`config.mk`:
```
export PLATFORM = sky130hd
export DESIGN_NAME = sorted_price_range_query_core
export DESIGN_NICKNAME = d
export VERILOG_FILES = /design/src/rtl/sprq_pkg.sv /design/src/rtl/sorted_price_range_query_core.sv
export SDC_FILE = /design/constraint.sdc
export NUM_CORES = 2
export LEC_CHECK = 0
export BUFFER_PORTS_ARGS = -buffer_cell sky130_fd_sc_hd__buf_2
export CAP_MARGIN = 20
export CORE_MARGIN = 2
export CORE_UTILIZATION = 40
export DETAILED_ROUTE_END_ITERATION = 10
export PLACE_DENSITY_LB_ADDON = 0.2
export SLEW_MARGIN = 20
export SYNTH_ARGS = -nofsm -noshare
export SYNTH_HDL_FRONTEND = slang
export SYNTH_SLANG_ARGS = --single-unit
```
`constraint.sdc`:
```
create_clock -name i_clk -period 5.9 [get_ports i_clk]
set_input_delay 0.885 -clock i_clk [delete_from_list [all_inputs] [get_ports i_clk]]
set_output_delay 0.885 -clock i_clk [all_outputs]
set_load 0.1 [all_outputs]
```
`src/rtl/sprq_pkg.sv`:
```
// Package: table sizes, status codes and record type for the price range query core.
`default_nettype none
package sprq_pkg;
    localparam int Capacity = 32;
    localparam int AddrW = $clog2(Capacity);
    localparam int CountW = $clog2(Capacity + 1);

    localparam logic [2:0] ST_INSERTED = 3'd0;
    localparam logic [2:0] ST_FULL     = 3'd1;
    localparam logic [2:0] ST_MATCH    = 3'd2;
    localparam logic [2:0] ST_NO_MATCH = 3'd3;
    localparam logic [2:0] ST_INVALID  = 3'd4;

    localparam logic OP_INSERT = 1'b0;
    localparam logic OP_QUERY  = 1'b1;

    typedef struct packed {
        logic [15:0] id;
        logic [15:0] stock;
        logic [15:0] price;
    } t_rec;
endpackage
`default_nettype wire

```
`src/rtl/sorted_price_range_query_core.sv`:
```
// Top level: sorted product table with ordered insert and price range query.
//
// Channel | Direction | Handshake            | Payload
// --------+-----------+----------------------+----------------------------------------------
// in      | input     | i_valid / o_ready    | opcode, product_id, stock_count, price, min/max
// out     | output    | o_valid / i_ready    | status, out_product, out_stock, out_price, last
//
// Flow: an insert moves each record priced above the new one up by one slot, walking
// down from the top, places the new record, then sends its response beat. A query
// walks the table through the single read port, one entry per cycle unless a second
// match waits on a stalled output, then sends the response.
// Each match is held until the next one is found, so the final beat carries last.
// Reset clears the record count and control; table contents stay undefined.
// A stalled output holds the walk only when a second match is waiting; a new input
// beat is taken whenever the core is idle, even with a result beat still pending.
`default_nettype none
module sorted_price_range_query_core (
    input  wire logic        i_clk,
    input  wire logic        i_rst_n,
    input  wire logic        i_valid,
    output logic             o_ready,
    input  wire logic        i_opcode,
    input  wire logic [15:0] i_product_id,
    input  wire logic [15:0] i_stock_count,
    input  wire logic [15:0] i_price,
    input  wire logic [15:0] i_min_price,
    input  wire logic [15:0] i_max_price,
    output logic             o_valid,
    input  wire logic        i_ready,
    output logic [2:0]       o_status,
    output logic [15:0]      o_out_product,
    output logic [15:0]      o_out_stock,
    output logic [15:0]      o_out_price,
    output logic             o_last
);
    typedef enum logic [2:0] {S_IDLE, S_SHIFT, S_QUERY, S_RESP} t_state;

    localparam int AW = sprq_pkg::AddrW;
    localparam int CW = sprq_pkg::CountW;

    sprq_pkg::t_rec r_mem [sprq_pkg::Capacity];
    sprq_pkg::t_rec r_rd;

    t_state          r_state;
    logic [CW-1:0]   r_count;
    logic [CW-1:0]   r_idx;      // shift: slot being filled; query: next read address
    logic            r_rd_vld;   // r_rd holds a fetched entry not yet consumed
    sprq_pkg::t_rec  r_pend;     // latest match, held until its successor is known
    logic            r_pend_vld;
    logic [2:0]      r_code;     // status of the closing beat when no match is held
    sprq_pkg::t_rec  r_new;
    logic [15:0]     r_lo, r_hi;
    logic [2:0]      r_status;
    logic [15:0]     r_oid, r_ost, r_opr;
    logic            r_last, r_oval;

    // memory controls
    logic            mem_we;
    logic [AW-1:0]   mem_wa, mem_ra;
    sprq_pkg::t_rec  mem_wd;
    logic            mem_re;

    // output register load
    logic            emit;
    logic [2:0]      emit_status;
    sprq_pkg::t_rec  emit_rec;
    logic            emit_last;

    logic out_free;
    assign out_free = !r_oval || i_ready;
    assign o_ready  = (r_state == S_IDLE);

    logic in_fire;
    assign in_fire = i_valid && o_ready;

    logic rd_match;
    assign rd_match = (r_rd.price >= r_lo) && (r_rd.price <= r_hi);

    // Consume the fetched entry unless it is a match that must wait for the held one.
    logic rd_take;
    assign rd_take = r_rd_vld && (!rd_match || !r_pend_vld || out_free);

    // Shift phase: r_idx is the slot to fill; read slot r_idx-1 ahead into r_rd.
    always_comb begin
        mem_we = 1'b0;
        mem_wa = r_idx[AW-1:0];
        mem_wd = r_new;
        mem_re = 1'b0;
        mem_ra = r_idx[AW-1:0] - AW'(1);
        case (r_state)
            S_SHIFT: begin
                if (r_idx == '0) begin
                    mem_we = 1'b1;
                end else if (r_rd_vld) begin
                    mem_we = 1'b1;
                    if (r_rd.price > r_new.price) begin
                        mem_wd = r_rd;
                        mem_re = (r_idx > CW'(1));
                        mem_ra = r_idx[AW-1:0] - AW'(2);
                    end
                end else begin
                    mem_re = 1'b1;
                end
            end
            S_QUERY: begin
                mem_ra = r_idx[AW-1:0];
                mem_re = (r_idx < r_count) && (!r_rd_vld || rd_take);
            end
            default: ;
        endcase
    end

    // Release the held match when a newer one arrives; close with last in the response.
    always_comb begin
        emit        = 1'b0;
        emit_status = r_code;
        emit_rec    = '0;
        emit_last   = 1'b1;
        case (r_state)
            S_QUERY: begin
                if (rd_take && rd_match && r_pend_vld) begin
                    emit        = 1'b1;
                    emit_status = sprq_pkg::ST_MATCH;
                    emit_rec    = r_pend;
                    emit_last   = 1'b0;
                end
            end
            S_RESP: begin
                if (out_free) begin
                    emit = 1'b1;
                    if (r_pend_vld) begin
                        emit_status = sprq_pkg::ST_MATCH;
                        emit_rec    = r_pend;
                    end
                end
            end
            default: ;
        endcase
    end

    always_ff @(posedge i_clk) begin
        if (mem_we) begin
            r_mem[mem_wa] <= mem_wd;
        end
        if (mem_re) begin
            r_rd <= r_mem[mem_ra];
        end
    end

    always_ff @(posedge i_clk) begin
        if (!i_rst_n) begin
            r_state    <= S_IDLE;
            r_count    <= '0;
            r_idx      <= '0;
            r_rd_vld   <= 1'b0;
            r_pend_vld <= 1'b0;
            r_oval     <= 1'b0;
        end else begin
            if (emit) begin
                r_oval   <= 1'b1;
                r_status <= emit_status;
                r_oid    <= emit_rec.id;
                r_ost    <= emit_rec.stock;
                r_opr    <= emit_rec.price;
                r_last   <= emit_last;
            end else if (r_oval && i_ready) begin
                r_oval <= 1'b0;
            end
            case (r_state)
                S_IDLE: begin
                    if (in_fire) begin
                        r_new <= '{i_product_id, i_stock_count, i_price};
                        r_lo  <= i_min_price;
                        r_hi  <= i_max_price;
                        r_rd_vld   <= 1'b0;
                        r_pend_vld <= 1'b0;
                        r_idx <= (i_opcode == sprq_pkg::OP_INSERT) ? r_count : '0;
                        if (i_opcode == sprq_pkg::OP_INSERT) begin
                            if (r_count >= CW'(sprq_pkg::Capacity)) begin
                                r_code  <= sprq_pkg::ST_FULL;
                                r_state <= S_RESP;
                            end else begin
                                r_state <= S_SHIFT;
                            end
                        end else if (i_min_price > i_max_price || r_count == '0) begin
                            r_code  <= sprq_pkg::ST_INVALID;
                            r_state <= S_RESP;
                        end else begin
                            r_code  <= sprq_pkg::ST_NO_MATCH;
                            r_state <= S_QUERY;
                        end
                    end
                end
                S_SHIFT: begin
                    if (r_idx == '0 || (r_rd_vld && !(r_rd.price > r_new.price))) begin
                        // new record placed; done
                        r_count <= r_count + CW'(1);
                        r_code  <= sprq_pkg::ST_INSERTED;
                        r_state <= S_RESP;
                    end else if (r_rd_vld) begin
                        // moved entry up; advance down
                        r_idx    <= r_idx - CW'(1);
                        r_rd_vld <= (r_idx > CW'(1));
                    end else begin
                        r_rd_vld <= 1'b1;
                    end
                end
                S_QUERY: begin
                    if (rd_take && rd_match) begin
                        r_pend     <= r_rd;
                        r_pend_vld <= 1'b1;
                    end
                    if (!r_rd_vld || rd_take) begin
                        r_rd_vld <= mem_re;
                        if (mem_re) r_idx <= r_idx + CW'(1);
                        // walk finished once nothing is left to fetch or consume
                        if (!mem_re) r_state <= S_RESP;
                    end
                end
                S_RESP: begin
                    if (out_free) begin
                        r_state <= S_IDLE;
                    end
                end
                default: r_state <= S_IDLE;
            endcase
        end
    end

    assign o_valid       = r_oval;
    assign o_status      = r_status;
    assign o_out_product = r_oid;
    assign o_out_stock   = r_ost;
    assign o_out_price   = r_opr;
    assign o_last        = r_last;

    ap_count_max: assert property (@(posedge i_clk) disable iff (!i_rst_n)
        r_count <= CW'(sprq_pkg::Capacity))
        else $error("record count beyond capacity");
    ap_busy_block: assert property (@(posedge i_clk) disable iff (!i_rst_n)
        (r_state != S_IDLE) |-> !o_ready)
        else $error("input accepted while busy");
    ap_count_step: assert property (@(posedge i_clk) disable iff (!i_rst_n)
        (r_count != $past(r_count)) |-> (r_count == $past(r_count) + CW'(1)))
        else $error("record count jumped");
endmodule
`default_nettype wire

```
==> results.md <==
* RSZ-0062 raised after global routing: no
* Fmax at 188.4 MHz
* Dpl ws at ~0.66 ns
* Post-Syn Instances at ~4800
* CTS Buffer Depth at 3
* Synth unique cells at 70
* Slowest cell on crit path: o311a_4
* Finished Core Util at between 40% and 50%
* Net Count, Synth at about 5000
* First-pass GRT wire length at roughly 300000 um
* DRT Pass-1 Iters at 8
* Drt wl/cell at 27.82 um
* Run status: completed
* Total number of vias at ~43000
* Critical Path Start: r_rd[15]$_DFFE_PP_
* Most Frequent Cell on Critical Path: nand4_1
* CP max FO at 57
* CTS sink cnt at about 1800
* Top Ports at ~140
* Number of nets in the layout at around 5000
* Min Clock Period, post-route at about 5.3 ns
* CTS tree: done
* Asr flop ratio synth at 0%
* Crit path kind: register to register
* Delay of the slowest cell on the worst path at ~0.91 ns
* VDD IR max at about 0.00076 V
* Hold Crit Depth at 1
* Slew Viols, Final at 0
* Initial Util at around two fifths
* CORE AREA at around 0.18 mm^2
* 1st-iter DRT viols at about 4300
* Synthesized flop and latch total at ~1800
* Setup TNS at 0 ns
* Startpoint types: register
* FP Rows at around 160
* Critical-path cell list: ha_1 > nand4_1 > nor4_2 > a21boi_2 > nor3_1 > o21ai_0 > o311a_4 > nor2_4 > buf_12 > nand3_1 > nand4_1 > o211ai_1
* Layout cells sized above 1 at between 10% and 20%
* CP Capture Type: register
* Largest net degree at the start of global routing at 164
* GRT overflow at 0
* Worst EP required at approximately 6.4 ns
* Overall Global Routing Usage at 22.40%
* Placer congestion estimate at between 0.8 and 0.9
* Sequential-to-total area share from yosys stat at roughly 75%
* Pleak at ~26 nW
* Diodes inserted at 0
* Commonest non-fill, non-tap cell in the layout: edfxtp_1
* Warnings from Yosys at 0
* Vias in the first global route at around 42000
* Most frequent cells in the layout: edfxtp_1 (1767), nand2_1 (901), nand3_1 (305), a2111oi_0 (193)
* Die ar. at between 0.15 and 0.2 mm^2
* Clock latency on the worst-skew pair at between 0.8 and 0.9 ns
* Min-delay worst type: input port to register
* Reg2Reg Capture Point: r_rd[9]$_DFFE_PP_
* Worst r2r src: r_rd[15]$_DFFE_PP_
* Htree depth at 4
* P&R area growth vs syn at 14.31%
* Drt drc at 0
* Input/output buffers at 138
* Fin. Hold Viols at 0
* Reg2reg path depth at 12
* DP HPWL at around 110000 um
* Post-synth EDFFs at approximately 1800
* Clk slew on worst S/H paths at 0.06 ns
* Avg Inst Size Synth at about 15 um^2
* R2R setup slack at just under 0.6 ns
* Cell Pwr Density at slightly below 600 mW/mm^2
* Routed WL at ~200000 um
* Cts repair resizes at 0
* Fin crit share at 89.98%
* Remaining antenna violation count after routing at 0
* Setup Buffers After CTS at 0
* Maxcap violations at 0
* Synth Cell Area at 0.07144 mm^2
* Worst setup margin at a little under 0.6 ns
* Root Driver: clkbuf_16
* Die Width at 426.6 um
* Worst Setup EP: r_rd[9]$_DFFE_PP_
* Main synth FF type: edfxtp_1
* Least-Margin Pin Slew at 1.117 ns
* DR vias/cell at 5.853
* Setup Skew at just under 0.03 ns
* Relative slew slack at around 26%
* Die extent in y at ~430 um
* Data arrival time at the worst-slack endpoint at slightly below 6 ns
* Initial antenna violation count at 4
* Hold-fix buffers at CTS at 0
* Setup violations, final at 0
* Inserted Clock Buffers at roughly 190
-- worst min path at each step --
stage / start / end / slack [ns]
after floorplan: r_rd[16]$_DFFE_PP_ / r_pend[16]$_DFFE_PP_ / 0.42
after global placement: r_rd[17]$_DFFE_PP_ / r_pend[17]$_DFFE_PP_ / 0.43
after detailed placement: r_rd[17]$_DFFE_PP_ / r_pend[17]$_DFFE_PP_ / 0.43
after CTS: i_price[8] / r_new[8]$_DFFE_PP_ / 0.17
after global routing: i_price[8] / r_new[8]$_DFFE_PP_ / 0.19
final: i_product_id[12] / r_new[44]$_DFFE_PP_ / 0.23
-- cells in the mapped netlist, types with 3 or more instances --
cell type / number / area, um^2
nor2b_1: 14 / 87.58
buf_4: 16 / 120.1
nor4_1: 49 / 306.5
a32oi_1: 192 / 1682
and3_1: 3 / 18.77
buf_1: 12 / 45.04
nor2_4: 3 / 33.78
a211oi_1: 8 / 60.06
nor3_1: 13 / 65.06
ha_1: 82 / 1026
buf_2: 125 / 625.6
and2_1: 52 / 325.3
a21o_1: 16 / 120.1
o31ai_1: 3 / 22.52
a21oi_1: 24 / 120.1
dfxtp_1: 17 / 340.3
o211ai_1: 51 / 382.9
o311a_1: 4 / 40.04
clkbuf_1: 186 / 698.2
a31oi_1: 3 / 18.77
nand3_1: 306 / 1531
nand2_1: 902 / 3386
nand4_1: 107 / 669.4
xnor2_1: 11 / 96.34
a2111oi_0: 193 / 1690
mux2i_1: 146 / 1461
xor2_1: 3 / 26.28
nand2b_1: 7 / 43.79
nor2_1: 68 / 255.2
o21a_1: 6 / 45.04
mux2_2: 47 / 529.3
inv_1: 79 / 296.5
nor4b_1: 192 / 1682
o21ai_0: 19 / 95.09
edfxtp_1: 1767 / 53060
a21boi_0: 3 / 22.52
-- report_power, final --
part	switching, W	leakage [nW]	internal, W
Combinational	0.0150	7.23	0.00594
Clock	0.00499	2.99	0.00680
Sequential	0.000244	16.1	0.0151
Total	0.0203	26.3	0.0278
-- through the flow --
stage | cell area, um^2 | total power [W] | hold slack, ns | cells
floorplan | 71440 | 0.02830 | 0.4222 | 4769
global placement | 75560 | 0.03642 | 0.4316 | 7061
detailed placement | 75560 | 0.03649 | 0.4344 | 7061
CTS | 81660 | 0.04828 | 0.1684 | 7402
global route | 81660 | 0.05030 | 0.1903 | 7402
finish | 81660 | 0.04806 | 0.2317 | 7402
-- cell families after synthesis --
kind of cell    synth area share [%]
flops                          74.75
xor+xnor                      0.1716
mux                            2.786
compound gates                 6.396
buf+inv                        2.536
fa+ha+maj                      1.436
simple gates                   11.92
-- state kept, by name (all words and copies together), names as in the netlist, 16 cells and up --
register,flops
o_out_price,16
r_new,48
o_out_product,16
r_hi,16
o_out_stock,16
r_rd,48
r_pend,48
r_mem,1536
r_lo,16
-- worst max-delay path: cells and delay by family (launching register included) --
| family | cells | cell delay (ns) |
|---|---|---|
| compound gates | 4 | 2.36 |
| simple gates | 6 | 1.40 |
| flops | 1 | 0.47 |
| fa+ha+maj | 1 | 0.36 |
| buf+inv | 1 | 0.30 |
-- final cells by class --
type,instances,area (um^2)
clock buffers,227,4945
repair buffers,278,2305
well taps,2355,2947
fillers,15531,96370
flip-flops and latches,1784,53400
inverters,80,300.3
multi-input cells,2564,16600
clock inverters,114,1162
-- per-layer routing --
| layer | up-vias | GRT usage [%] | part of all wire [%] |
|---|---|---|---|
| met5 | - | 0 | 0.013 |
| met1 | 22436 | 31.70 | 44 |
| met3 | 353 | 3.219 | 6.0 |
| met4 | 4 | 6.649 | 2.7 |
| li1 | 18928 | - | - |
| met2 | 1603 | 35.92 | 47 |
Note: power is estimated with default switching activity, not from simulation.
